### config.mk
export PLATFORM = sky130hd
export DESIGN_NAME = fste_fifo
export DESIGN_NICKNAME = d
export VERILOG_FILES = /design/src/rtl/fste_pkg.sv /design/src/rtl/fste_fifo.sv
export SDC_FILE = /design/constraint.sdc
export NUM_CORES = 1
export LEC_CHECK = 0
export BUFFER_PORTS_ARGS = -buffer_cell sky130_fd_sc_hd__buf_2
export CORE_MARGIN = 4
export CORE_UTILIZATION = 30
export CTS_CLUSTER_SIZE = 25
export DETAILED_ROUTE_END_ITERATION = 12
export PLACE_DENSITY = 0.63
export SLEW_MARGIN = 40
export SYNTH_ARGS = -nofsm -noshare
export SYNTH_HDL_FRONTEND = slang
export SYNTH_SLANG_ARGS = --single-unit
### constraint.sdc
create_clock -name clk -period 15.7 [get_ports clk]
set_input_delay 3.14 -clock clk [delete_from_list [all_inputs] [get_ports clk]]
set_output_delay 3.14 -clock clk [all_outputs]
set_load 0.005 [all_outputs]
### src/rtl/fste_pkg.sv
// ----------------------------------------------------------------------------
// fste_pkg: shared types and constants of the flat-shaded triangle emitter
// Field widths, the face record passed from the normal unit to the emitter,
// and the sizing of the queue between them.
// ----------------------------------------------------------------------------
package fste_pkg;

  // width of every vertex, normal and coordinate port
  localparam int FIELD_W = 32;

  // digit width of the shared sequential multiplier
  localparam int DIGIT_W = 16;

  // entries in the queue between the normal unit and the emitter
  localparam int FACE_DEPTH = 2;

  // one finished face: three vertices, the shared unit normal, degenerate flag
  typedef struct packed {
    logic [2:0][2:0][FIELD_W-1:0] vert;
    logic [2:0][FIELD_W-1:0]      nrm;
    logic                         degen;
  } face_t;

endpackage

### src/rtl/fste_fifo.sv
// ----------------------------------------------------------------------------
// fste_fifo: face queue
// Short queue of finished faces between the normal unit and the emitter.
// ----------------------------------------------------------------------------
module fste_fifo (
  input  logic            clk,
  input  logic            rst,
  input  logic            push,
  input  fste_pkg::face_t wdata,
  output logic            full,
  input  logic            pop,
  output logic            empty,
  output fste_pkg::face_t rdata
);

  localparam int DEPTH = fste_pkg::FACE_DEPTH;
  localparam int PTRW  = (DEPTH > 1) ? $clog2(DEPTH) : 1;
  localparam int CNTW  = $clog2(DEPTH + 1);

  fste_pkg::face_t mem [DEPTH];
  logic [PTRW-1:0] wptr;
  logic [PTRW-1:0] rptr;
  logic [CNTW-1:0] count;
  logic            do_push;
  logic            do_pop;

  assign full    = (count == CNTW'(DEPTH));
  assign empty   = (count == '0);
  assign do_push = push && !full;
  assign do_pop  = pop && !empty;
  assign rdata   = mem[rptr];

  // write entry
  always_ff @(posedge clk) begin
    if (do_push) begin
      mem[wptr] <= wdata;
    end
  end

  // advance pointers and fill count
  always_ff @(posedge clk) begin
    if (rst) begin
      wptr  <= '0;
      rptr  <= '0;
      count <= '0;
    end else begin
      if (do_push) begin
        wptr <= (wptr == PTRW'(DEPTH - 1)) ? '0 : wptr + 1'b1;
      end
      if (do_pop) begin
        rptr <= (rptr == PTRW'(DEPTH - 1)) ? '0 : rptr + 1'b1;
      end
      count <= count + CNTW'(do_push) - CNTW'(do_pop);
    end
  end

endmodule

**After elaboration in Yosys (flattened, before gate mapping)**

Memory sizes are Yosys's and may differ from the RTL's. A register that Yosys moved wholly into a read port is not among the register bits.
Cells that the tools add are included.

- Register bits after elaboration: 4
- Memory bits (writable): 770
- Bits of input ports: 389
- Output and inout bits: 387
- Logic and storage cells: 20
- Memories kept: 1

Memory list:

| memory | words | bits a word | read ports | clocked after memory_dff | wr ports | line | source |
|---|---|---|---|---|---|---|---|
| mem | 2 | 385 | 1 | 1 | 1 | fste_fifo.sv:20 | `fste_pkg::face_t mem [DEPTH];` |

- Add/sub/neg operators: 4
- Equal/unequal tests: 1
- Mux-type cells: 6
- Reductions and logical operators: 5

Operators with widths:

| cell | count |
|---|---|
| $mux 1 | 6 |
| $add 1x1->1 const B | 2 |
| $add 2x1->2 | 1 |
| $eq 2x2->1 const B | 1 |
| $logic_and 1x1->1 | 2 |
| $logic_not 1->1 | 2 |
| $logic_not 2->1 | 1 |
| $sub 2x1->2 | 1 |

**Depth between registers and ports, before layout**

- Depth after elaboration: 5
- Mapped depth: 8
- Depth with buffers taken out: 8

**Worst setup path before layout**

Ideal clock, no wire load.

- Path type: in2reg
- Start point: input push
- End point: memory mem[1][0] (netlist name) (enable)
- Setup time: 0.800 ns
- Arrival: 11.928 ns
- Required time: 14.900 ns
- Setup slack: 2.972 ns
- Stages on the path: 1
- Path buffers: 0
- Path through: and3_1

- Word-level cells in the longest chain between the ends: 3

Ends and longest elaborated chain:

| item | line | source |
|---|---|---|
| from (decl) | fste_fifo.sv:8 | `input logic push,` |
| $logic_and 1x1->1 | fste_fifo.sv:29 | `assign do_push = push && !full;` |
| $mux 1 | fste_fifo.sv:35 | `if (do_push) begin` |
| $mux 1 (not written as such) | fste_fifo.sv:36 | `mem[wptr] <= wdata;` |
| to (decl) | fste_fifo.sv:20 |  |

No other way between the ends.

==> run metrics <==
most common cell after layout, fill and taps aside buf_2; Initial Utilization 30.3%; largest net degree at the start of global routing 153; Avg WL per Cell 19.6 µm; Setup CP Type reg2out; initial antenna violation count 24; crit path max fanout 98; Row Count between 100 and 150; Buf/Inv on CP 4; postcts setup bufs 0; Netlist cell types 22; Syn Inst Count ~1200; number of global-route vias before repair approximately 16000; Filler cells around 8600; CTS max path bufs 3; sequential area share after synthesis roughly 80%; worst-margin pin slew between 700 and 800 ps; peak supply drop about 0.00010 V; period utilization a little over two fifths; GRT overflow 0; reg2reg start count[0]$_SDFF_PP0_; CTS Hold Buffers Added 0; layout net count between 2000 and 2500; worst min-delay path startpoint wptr$_SDFFE_PP0P_; DP HPWL approximately 47 mm; Synth Cell Area roughly 0.028 mm²; Max Clk Rate between 100 and 150 MHz; overall die height around 310 µm; CTS tree done; final wirelength 66.4 mm; Clock Skews 15.3 ps; initial DRC count about 830; Worst slew margin 47.4%; IO buf count slightly below 800; share of layout cells above drive strength 1 60.6%; number of clock sinks a little under 800; critical path arrival about 3600 ps; max_cap viols 0; Post-CTS Resized 0; global-route wire length before repair around 96 mm; First-pass DRT Iterations 4; Clock Latency Late Sink 630 ps; CP top delay family buffers and inverters; DRT antenna net count 0; DRC 0; DIE WIDTH roughly 310 µm; Pwr Total 0.00592 W; root buf cell clkbuf_16; worst min path class reg2reg; syn nets ~1600; H-tree depth 3; I/O pins just under 800; Fin. Hold Viols 0; Tmin final between 6000 and 7000 ps; # setup viols final 0; vias per inst 4.30; slowest CP cell dfxtp_4; crit path cell chain buf_12 -> buf_16 -> buf_6 -> mux2_2 -> buf_2; crit end category primary output; final setup TNS 0 ps; average cell area after synthesis 23.1 µm²; Area Growth Syn to Fin 27.6%; RSZ-0062 raised after global routing no; Worst Path Required approximately 13000 ps; CTS Buf Count a little over 80; Ys Warns 0; die area around 0.099 mm²; Global Route Usage Sum between 10% and 20%; cell area power density 164 mW/mm²; clock slew at reported path FFs ~50 ps; GP Congestion approximately 0.84; CP Launch Type register; Crit path largest cell delay around 840 ps; core box area roughly 0.093 mm²; most frequent cells in the layout 775 x buf_2, 770 x edfxtp_1, 353 x mux2_2, 84 x clkbuf_16, 30 x mux2_4; static leakage around 13 nW; via count between 10000 and 15000; Slew Limit Fails 0; outcome completed; synthesis-stage register bit count approximately 780
worst min-delay path, delay by kind of cell (launching register included):
kind,cells,cell delay [ps]
flip-flops,1,310
AO/OA/AOI/OAI,2,140
final timing paths:
check / endpoint / slack, ps / cells after the start
setup / recovery: rdata[187] / 8950 / 5
hold / removal: wptr$_SDFFE_PP0P_ / 510 / 2
setup reg to reg: mem[0][161]$_DFFE_PP_ / 12360 / 6
hold reg to reg: wptr$_SDFFE_PP0P_ / 510 / 2
kinds of logic (layout without fill, tap and decap cells):
logic type,Yosys count,count (layout),synth area share [%]
AOI/OAI and AO/OA,3,3,0.0619
xor gates and xnor gates,2,2,0.0620
adders and majority gates,2,2,0.0885
buffers and inverters,47,940,1.70
other,0,18,0
and+or+nand+nor,11,11,0.195
muxes,385,385,15.7
DFF,775,775,82.2
registers in the layout, summed over array words and instances (netlist names), named ones only:
register / cells
count: 2
mem: 770
rptr: 1
wptr: 1
per-layer routing:
layer / vias to the layer above / track usage [%] / part of all wire, %
li1: 6608 / - / -
met1: 7278 / 13.1 / 34
met2: 549 / 23.2 / 54
met3: 123 / 4.39 / 8.2
met4: 10 / 6.38 / 3.7
met5: - / 0 / 0.092
final cells by class:
cell class / count / area [µm²] / area share, %
flip-flops and latches: 775 / 23200 / 64.4
multi-input cells: 403 / 4570 / 12.7
repair buffers: 790 / 4090 / 11.3
clock buffers: 101 / 2170 / 6.00
well taps: 1254 / 1570 / 4.35
clock inverters: 45 / 398 / 1.10
diodes: 18 / 45.0 / 0.125
inverters: 4 / 22.5 / 0.0624
report_power, final:
group / switching [W] / internal (W)
Clock: 0.000754 / 0.00108
Combinational: 0.000700 / 0.000669
Sequential: 0.0000803 / 0.00264
cells in the mapped netlist:
cell type | instances | share of area (%)
edfxtp_1 | 770 | 82
mux2_1 | 2 | 0.080
nor2b_1 | 1 | 0.022
ha_1 | 2 | 0.089
dfxtp_1 | 5 | 0.35
nor2_1 | 4 | 0.053
inv_1 | 4 | 0.053
nand2_1 | 1 | 0.013
mux2_2 | 353 | 14
or3_1 | 1 | 0.022
nor3_1 | 1 | 0.018
xnor2_1 | 1 | 0.031
mux2_4 | 30 | 1.6
o21ai_0 | 1 | 0.018
and3_1 | 1 | 0.022
buf_2 | 3 | 0.053
a21oi_1 | 1 | 0.018
o21a_1 | 1 | 0.027
xor2_1 | 1 | 0.031
buf_6 | 40 | 1.6
nand2b_1 | 1 | 0.022
and2_1 | 1 | 0.022
through the flow:
stage	utilization, %	std cells	instance area (µm²)	hold WS [ps]	setup slack [ps]
floorplan	-	1225	28300	452	2970
global placement	35.8	3224	33400	485	9200
detailed placement	35.8	3224	33400	495	9370
CTS	38.5	3370	36000	502	8870
global route	38.7	3389	36100	550	8760
finish	38.7	3390	36100	505	8950
Note: power is estimated with default switching activity, not from simulation.
