$ cat config.mk
export PLATFORM = sky130hd
export DESIGN_NAME = fste_emit
export DESIGN_NICKNAME = d
export VERILOG_FILES = /design/src/rtl/fste_pkg.sv /design/src/rtl/fste_emit.sv
export SDC_FILE = /design/constraint.sdc
export NUM_CORES = 1
export LEC_CHECK = 0
export BUFFER_PORTS_ARGS = -buffer_cell sky130_fd_sc_hd__buf_2
export CAP_MARGIN = 20
export CORE_AREA = 3 3 238 240
export CTS_BUF_LIST = sky130_fd_sc_hd__clkbuf_16
export DETAILED_ROUTE_END_ITERATION = 6
export DIE_AREA = 0 0 241 243
export PLACE_DENSITY = 0.4
export SETUP_SLACK_MARGIN = 0.05
export SLEW_MARGIN = 40
export SYNTH_ARGS = -nofsm -noshare
export SYNTH_HDL_FRONTEND = slang
export SYNTH_SLANG_ARGS = --single-unit
$ cat constraint.sdc
create_clock -name clk -period 7.2 [get_ports clk]
set_input_delay 0.36 -clock clk [delete_from_list [all_inputs] [get_ports clk]]
set_output_delay 0.36 -clock clk [all_outputs]
set_load 0.05 [all_outputs]
$ cat src/rtl/fste_pkg.sv
// ----------------------------------------------------------------------------
// fste_pkg: shared types and constants of the flat-shaded triangle emitter
// Field widths, the face record passed from the normal unit to the emitter,
// and the sizing of the queue between them.
// ----------------------------------------------------------------------------
package fste_pkg;

  // width of every vertex, normal and coordinate port
  localparam int FIELD_W = 32;

  // digit width of the shared sequential multiplier
  localparam int DIGIT_W = 16;

  // entries in the queue between the normal unit and the emitter
  localparam int FACE_DEPTH = 2;

  // one finished face: three vertices, the shared unit normal, degenerate flag
  typedef struct packed {
    logic [2:0][2:0][FIELD_W-1:0] vert;
    logic [2:0][FIELD_W-1:0]      nrm;
    logic                         degen;
  } face_t;

endpackage

$ cat src/rtl/fste_emit.sv
// ----------------------------------------------------------------------------
// fste_emit: vertex emitter
// Unrolls each queued face into three vertex beats with a running index,
// through one output register that loads whenever it is free or drained.
// ----------------------------------------------------------------------------
module fste_emit #(
  parameter int IW = 32
) (
  input  logic                          clk,
  input  logic                          rst,
  input  fste_pkg::face_t               face,
  input  logic                          face_empty,
  output logic                          face_pop,
  output logic [fste_pkg::FIELD_W-1:0]  vertex_x,
  output logic [fste_pkg::FIELD_W-1:0]  vertex_y,
  output logic [fste_pkg::FIELD_W-1:0]  vertex_z,
  output logic [fste_pkg::FIELD_W-1:0]  normal_x,
  output logic [fste_pkg::FIELD_W-1:0]  normal_y,
  output logic [fste_pkg::FIELD_W-1:0]  normal_z,
  output logic [IW-1:0]                 vertex_index,
  output logic                          last_of_face,
  output logic                          degenerate,
  output logic                          empty,
  input  logic                          pop
);

  logic          ovalid;
  logic [1:0]    vk;
  logic [IW-1:0] next_index;
  logic          load;

  assign empty    = !ovalid;
  assign load     = !face_empty && (!ovalid || pop);
  assign face_pop = load && (vk == 2'd2);

  // output payload
  always_ff @(posedge clk) begin
    if (load) begin
      vertex_x     <= face.vert[vk][0];
      vertex_y     <= face.vert[vk][1];
      vertex_z     <= face.vert[vk][2];
      normal_x     <= face.nrm[0];
      normal_y     <= face.nrm[1];
      normal_z     <= face.nrm[2];
      vertex_index <= next_index;
      last_of_face <= (vk == 2'd2);
      degenerate   <= face.degen;
    end
  end

  // hold beat valid, advance vertex and index counters
  always_ff @(posedge clk) begin
    if (rst) begin
      ovalid     <= 1'b0;
      vk         <= '0;
      next_index <= '0;
    end else begin
      if (load) begin
        ovalid     <= 1'b1;
        vk         <= (vk == 2'd2) ? 2'd0 : vk + 1'b1;
        next_index <= next_index + 1'b1;
      end else if (pop) begin
        ovalid <= 1'b0;
      end
    end
  end

endmodule

; Word level (Yosys, flattened, before mapping)
; Index checks and enable logic that the tools add are counted.
; Widths: inputs -> output; s select.
[totals]
ff_bits = 261
latchBits = 0
ramBits = 0
romBits = 0
output_inout_bits = 228
elab_cells = 27
memories = 0
[classes]
add_sub_neg = 2
mul = 0
div = 0
magnitude_cmp = 1
n_eq_ne = 1
shifts = 0
mux = 5
bitwise_logic = 0
n_reduce_logical = 6
[op_table]
columns = operator, n
row1 = $bmux 96 s2, 1
row2 = $mux 96, 1
row3 = $add 32x1->32 const B, 1
row4 = $lt 2x3->1 const B, 1
row5 = $add 2x1->2 const B, 1
row6 = $eq 2x2->1 const B, 1
row7 = $logic_and 1x1->1, 2
row8 = $logic_not 1->1, 2
row9 = $mux 1, 2
row10 = $mux 2, 1
row11 = $reduce_bool 2->1, 1
row12 = $logic_or 1x1->1, 1

; Logic depth before layout (Yosys ltp)
; Gate-level depths: netlist (run 1).
[logic_depth]
depth_word = 4
ltp_mapped = 7
depth_no_buf = 5

; Worst setup path after synthesis (run 1)
; Ideal clock, no wire load.
[synth_path]
kind = in2out
start = in face_empty
end = out face_pop
arrival_time_ns = 6.150
t_required_ns = 6.840
slack_ns = 0.690
cell_stages = 4
cell_sequence = clkbuf_1 > or2_2 > inv_1 > and2_1
[synth_via]
elab_chain_len = 3
[synth_lines]
columns = element, line
row1 = start: declaration, fste_emit.sv:12  ; input logic face_empty,
row2 = $logic_not 1->1, fste_emit.sv:33  ; assign load = !face_empty && (!ovalid || pop);
row3 = $logic_and 1x1->1, fste_emit.sv:33
row4 = via load, fste_emit.sv:30  ; logic load;
row5 = $logic_and 1x1->1, fste_emit.sv:34  ; assign face_pop = load && (vk == 2'd2);
row6 = end: declaration, fste_emit.sv:13  ; output logic face_pop,
; The timed path passes the listed nets, and every way through them passes these cells.

; Worst setup path after layout (run 1)
[layout_path]
start = reg ovalid
end = out face_pop
[layout_via]
elab_chain_len = 4
[layout_lines]
columns = element, line
row1 = start: declaration, fste_emit.sv:27  ; logic ovalid;
row2 = start signal: assignment, fste_emit.sv:54  ; ovalid <= 1'b0;
row3 = start signal: assignment, fste_emit.sv:59  ; ovalid <= 1'b1;
row4 = start signal: assignment, fste_emit.sv:63  ; ovalid <= 1'b0;
row5 = $logic_not 1->1, fste_emit.sv:33
row6 = $logic_or 1x1->1, fste_emit.sv:33
row7 = $logic_and 1x1->1, fste_emit.sv:33
row8 = via load, fste_emit.sv:30
row9 = $logic_and 1x1->1, fste_emit.sv:34
; The timed path passes the listed nets, and every way through them passes these cells.

==> flow_metrics.env, run 1 <==
export IMPL_critPathCaptureType="output port"
export IMPL_synth_seq_area_share_pct=71.4
export IMPL_hold_path_class="primary input to flip-flop"
export IMPL_cap_violations=0
export IMPL_drive_above_1_share_pct=46.1
export IMPL_setup_violations=0
export IMPL_clock_sinks=261
export IMPL_crit_fanout=123
export IMPL_required_ns=6.84
export IMPL_die_area_um2=58600
export IMPL_tritoncts="yes"
export IMPL_r2r_end="vertex_y[1]"
export IMPL_arrival_ns=2.47
export IMPL_vias_per_cell=3.97
export IMPL_drc=0
export IMPL_startpoint_type="flip-flop"
export IMPL_rr_startpoint="ovalid"
export IMPL_synth_warnings=0
export IMPL_status="complete, no violations"
export IMPL_fin_tns_setup_ns=0
export IMPL_grt_setup_unrepaired="no"
export IMPL_syn_inst=756
export IMPL_wire_per_inst_um=18.2
export IMPL_hold_path_depth=3
export IMPL_finalNetCount=1851
export IMPL_ys_ff_latch=261
export IMPL_fillCellCount=5716
export IMPL_drtAntennaViolNets=0
export IMPL_synthTopCellsByArea="edfxtp_1 65%, mux2i_1 9.2%, dfxtp_1 6.7%"
export IMPL_drtPass1Iterations=4
export IMPL_dpl_cell_area_um2=14300
export IMPL_cts_made_buffers=31
export IMPL_grt_ovfl_total=0
export IMPL_synth_top_area_share_pct=64.7
export IMPL_grt_usage_pct=12.6
export IMPL_synth_cell_types=32
export IMPL_holdPathEnd="vertex_z[11]"
export IMPL_place_congestion=0.808
export IMPL_syn_area_um2=10500
export IMPL_fmax_mhz=353
export IMPL_num_rows=86
export IMPL_vias=8690
export IMPL_grt_pass1_wl_mm=56.2
export IMPL_hold_ws_ns=0.0560
export IMPL_r2r_cells=4
export IMPL_worst_pin_slew_ns=0.804
export IMPL_async_reset_ff_share_pct=0
export IMPL_synth_edf_count=226
export IMPL_chipWidth_um=241
export IMPL_cts_buffer_depth=3
export IMPL_die_y_um=243
export IMPL_period_share_pct=39.3
export IMPL_area_growth_pct=55.5
export IMPL_cts_hold_buf=97
export IMPL_synth_ff_type="edfxtp_1"
export IMPL_post_cts_buffers=0
export IMPL_h_tree_depth=1
export IMPL_cts_resized=0
export IMPL_port_buffers=616
export IMPL_clkLatencyLatePin_ns=0.57
export IMPL_cts_root_buf="clkbuf_16"
export IMPL_regToRegSetupSlack_ns=4.71
export IMPL_grt_pass1_vias=8987
export IMPL_hpwl_mm=29.9
export IMPL_vdd_ir_drop_max_mv=0.160
export IMPL_slew_headroom_pct=46.4
export IMPL_synth_nets=1146
export IMPL_min_period_ns=2.83
export IMPL_core_um2=54900
export IMPL_wl_mm=39.9
export IMPL_cts_clk_slew_worst_paths_ns=0.06
export IMPL_clock_skew_ns=0.0198
export IMPL_min_delay_start="face[364]"
export IMPL_leakage_nw=6.63
export IMPL_syn_avg_cell_area_um2=13.9
export IMPL_final_hold_viol_count=0
export IMPL_antenna_found_initial=1
export IMPL_drt_first_iter_violations=359
export IMPL_maxSlewViolCount=0
export IMPL_synth_top_cell_by_area="edfxtp_1"
export IMPL_io_pin_count=617
export IMPL_grt_max_degree=124
export IMPL_final_area_um2=16300
export IMPL_start_util_pct=19.1
export IMPL_path_class="flip-flop to output port"
export IMPL_power_density_nw_per_um2=248
[worst max-delay path by stage]
| stage | start | endpoint | depth (start not counted) |
|---|---|---|---|
| after floorplan | face_empty | face_pop | 4 |
| after global placement | pop | vertex_y[7] | 5 |
| after detailed placement | pop | vertex_y[15] | 5 |
| after CTS | ovalid | face_pop | 5 |
| after global routing | ovalid | face_pop | 5 |
| final | ovalid | face_pop | 5 |
[cells by family after synthesis]
group / after synthesis / share of synthesized area, %
multiplexers: 109 / 10.6
XOR/XNOR: 8 / 0.669
flip-flops: 261 / 71.4
AO/OA/AOI/OAI: 120 / 5.92
AND/OR/NAND/NOR: 198 / 8.99
buffers and inverters: 59 / 2.30
adder cells (fa/ha/maj): 1 / 0.119
[worst max-delay path, stage by stage, from the launching register on]
cell,delay [ns]
dfxtp_1,0.31
nor2b_1,0.22
or2_2,0.41
inv_12,0.46
and2_1,0.22
buf_2,0.27
[power breakdown]
group | internal [mW] | total [mW] | switching (mW)
logic | 0.222 | 0.735 | 0.513
clock network | 0.883 | 1.51 | 0.627
registers | 1.76 | 1.80 | 0.0380
[sequential cells by signal (all words and copies together), names as in the netlist]
| signal | flops |
|---|---|
| degenerate | 1 |
| last_of_face | 1 |
| next_index | 32 |
| normal_x | 32 |
| normal_y | 32 |
| normal_z | 32 |
| ovalid | 1 |
| vertex_index | 32 |
| vertex_x | 32 |
| vertex_y | 32 |
| vertex_z | 32 |
| vk | 2 |
[layer usage]
layer	share of wire, %	wire length, µm	vias to the layer above	track usage (%)
li1	-	-	4227	-
met4	2.7	1080	0	3.55
met2	51	20500	340	23.5
met5	0	0	-	0
met1	38	15100	4061	13.8
met3	8.1	3250	62	3.73
[stage by stage]
stage	worst slack (ns)	util [%]	power [mW]	cells
after global routing	4.18	29.7	4.23	2191
after global placement	4.20	26.1	2.53	2032
final	4.37	29.7	4.04	2191
after CTS	4.24	29.7	4.12	2190
after detailed placement	4.59	26.1	2.53	2035
after floorplan	0.690	-	2.28	756
[Yosys cell counts (4+ instances only)]
cell type / count
nor4_1: 16
mux2_2: 11
o31ai_1: 8
nor2b_1: 14
o21ai_0: 98
clkbuf_1: 38
or4_1: 8
dfxtp_1: 35
nand3_1: 7
xnor2_1: 8
nand2_1: 107
buf_1: 4
buf_2: 4
mux2i_1: 96
a21oi_1: 14
inv_1: 11
edfxtp_1: 226
nand4_1: 7
or3_1: 5
nor2_1: 22
[area by class of cell]
cell class | instances | area [µm²] | share of cell area [%]
clock buffers | 31 | 776 | 4.76
inverters | 11 | 53.8 | 0.330
diodes | 1 | 2.50 | 0.0154
clock inverters | 27 | 200 | 1.23
well taps | 704 | 881 | 5.40
repair buffers | 720 | 4130 | 25.4
flip-flops and latches | 261 | 7490 | 46.0
multi-input cells | 436 | 2760 | 16.9
[layout by cell type, fill, tap and decap left out, drive strengths merged, types with 10 or more instances in the layout]
cell type / instances
mux2: 13
nor2: 22
inv: 20
or4: 10
clkbuf: 31
buf: 623
o21ai: 98
edfxtp: 226
dfxtp: 35
clkinv: 14
a21oi: 14
dlygate4sd3: 97
nand2: 107
mux2i: 96
nor2b: 14
nor4: 16
Power figures use the tool's default switching activity.
==> run 2, diff against run 1 <==
CORE_AREA = 3 3 242 244   (was 3 3 238 240)
DIE_AREA = 0 0 245 247   (was 0 0 241 243)
PLACE_DENSITY = 0.41   (was 0.4)
clock period = 2.5 ns   (was 7.2 ns; I/O delays follow)
==> flow_metrics.env, run 2 (same netlist as run 1, synthesis figures left out) <==
export IMPL_wl_mm=42.2
export IMPL_drc=0
export IMPL_drt_first_iter_violations=342
export IMPL_layoutNonFillerInstCount=2432
export IMPL_required_ns=2.82
export IMPL_crit_fanout=41
export IMPL_diodes=0
export IMPL_place_congestion=0.803
export IMPL_num_rows=87
export IMPL_path_class="flip-flop to flip-flop"
export IMPL_cap_violations=0
export IMPL_clkLatencyLatePin_ns=0.58
export IMPL_clock_skew_ns=0.0181
export IMPL_grt_pass1_wl_mm=58.6
export IMPL_worst_pin_slew_ns=0.631
export IMPL_rr_startpoint="vk[0]"
export IMPL_power_density_nw_per_um2=653
export IMPL_fmax_mhz=433
export IMPL_port_buffers=616
export IMPL_start_util_pct=18.6
export IMPL_h_tree_depth=1
export IMPL_power_mw=12.0
export IMPL_io_pin_count=617
export IMPL_min_period_ns=2.31
export IMPL_hold_ws_ns=0.00729
export IMPL_grt_setup_unrepaired="no"
export IMPL_vias_per_cell=3.92
export IMPL_wire_per_inst_um=17.3
export IMPL_slew_headroom_pct=57.9
export IMPL_vdd_ir_drop_max_mv=0.412
export IMPL_clock_sinks=261
export IMPL_drtPass1Iterations=4
export IMPL_arrival_ns=2.63
export IMPL_finalNetCount=2042
export IMPL_r2r_end="vertex_y[16]"
export IMPL_final_area_um2=18300
export IMPL_tritoncts="yes"
export IMPL_antenna_found_initial=0
export IMPL_leakage_nw=7.46
export IMPL_crit_start="vk[0]"
export IMPL_core_um2=56500
export IMPL_grt_usage_pct=12.6
export IMPL_status="complete, no violations"
export IMPL_chipWidth_um=245
export IMPL_area_growth_pct=74.8
export IMPL_final_hold_viol_count=0
export IMPL_maxSlewViolCount=0
export IMPL_setup_violations=0
export IMPL_fin_util_pct=32.4
export IMPL_grt_pass1_vias=9637
export IMPL_die_area_um2=60500
export IMPL_regToRegSetupSlack_ns=0.19
export IMPL_critPathCaptureType="flip-flop"
export IMPL_mostFrequentLayoutCell="buf_2"
export IMPL_startpoint_type="flip-flop"
export IMPL_cts_buffer_depth=3
export IMPL_drive_above_1_share_pct=41.5
export IMPL_cts_made_buffers=30
export IMPL_r2r_cells=4
export IMPL_mostFrequentLayoutCells="616 x buf_2, 277 x dlygate4sd3_1, 226 x edfxtp_1"
export IMPL_placed_cells=2097
export IMPL_grt_ovfl_total=0
export IMPL_drtAntennaViolNets=0
export IMPL_worstSetupEndpoint="vertex_y[16]"
export IMPL_dpl_cell_area_um2=14500
export IMPL_vias=9539
export IMPL_hpwl_mm=31.4
export IMPL_die_y_um=247
export IMPL_cts_clk_slew_worst_paths_ns=0.06
export IMPL_cts_root_buf="clkbuf_16"
export IMPL_grt_max_degree=100
export IMPL_hold_path_class="primary input to flip-flop"
export IMPL_period_share_pct=92.5
## run 2: repair_timing
| action | in CTS | in global routing |
|---|---|---|
| pin swaps | 0 | 0 |
| hold endpoints to repair | 194 | 0 |
| setup endpoints to repair | 1 | 1 |
| cloned | 0 | 1 |
| resized for setup | 3 | 1 |
| hold buffers | 277 | 0 |
| buffers inserted | 0 | 1 |
## run 2: layout make-up
type,count,area [µm²]
fillers,5754,38200
flip-flops and latches,261,7490
repair buffers,912,6110
multi-input cells,436,2770
well taps,756,946
clock buffers,30,751
clock inverters,26,204
inverters,11,45.0
## run 2: report_power, final
group          switching [mW]  leakage (nW)  total [mW]  internal [mW]
logic                    1.58          4.49        2.55          0.967
clock network            1.78         0.491        4.26           2.48
registers              0.0847          2.49        5.15           5.07
## run 2: per-stage QoR
| stage | setup WS [ns] | TNS [ns] |
|---|---|---|
| final | 0.188 | 0 |
| after global routing | 0.117 | 0 |
| after CTS | 0.0842 | 0 |
| after detailed placement | 0.278 | 0 |
| after global placement | 0.335 | 0 |
| after floorplan | -2.05 | -462.42 |
## run 2: worst min path at each step
stage,slack [ns],startpoint,cells after the start,end
final,0.007,face[106],3,vertex_x[9]
after global routing,0.01,face[149],3,vertex_y[20]
after CTS,0.0004,face[190],3,vertex_z[29]
after detailed placement,0.30,face[17],1,normal_x[16]
after global placement,0.30,face[89],1,normal_z[24]
after floorplan,0.22,face[0],0,degenerate
## run 2: routing by layer
metal / GRT usage, % / vias to the layer above / share of wire [%]
met4: 3.82 / 0 / 2.7
met1: 14.2 / 4520 / 39
met5: 0 / - / 0
met3: 3.10 / 62 / 6.8
li1: - / 4609 / -
met2: 23.4 / 348 / 52
## run 2: critical path: stages, from the launching register on
cell and delay (ns):
dfxtp_4 0.64, buf_12 0.33, mux2i_1 0.33, o21ai_0 0.12, dlygate4sd3_1 0.58
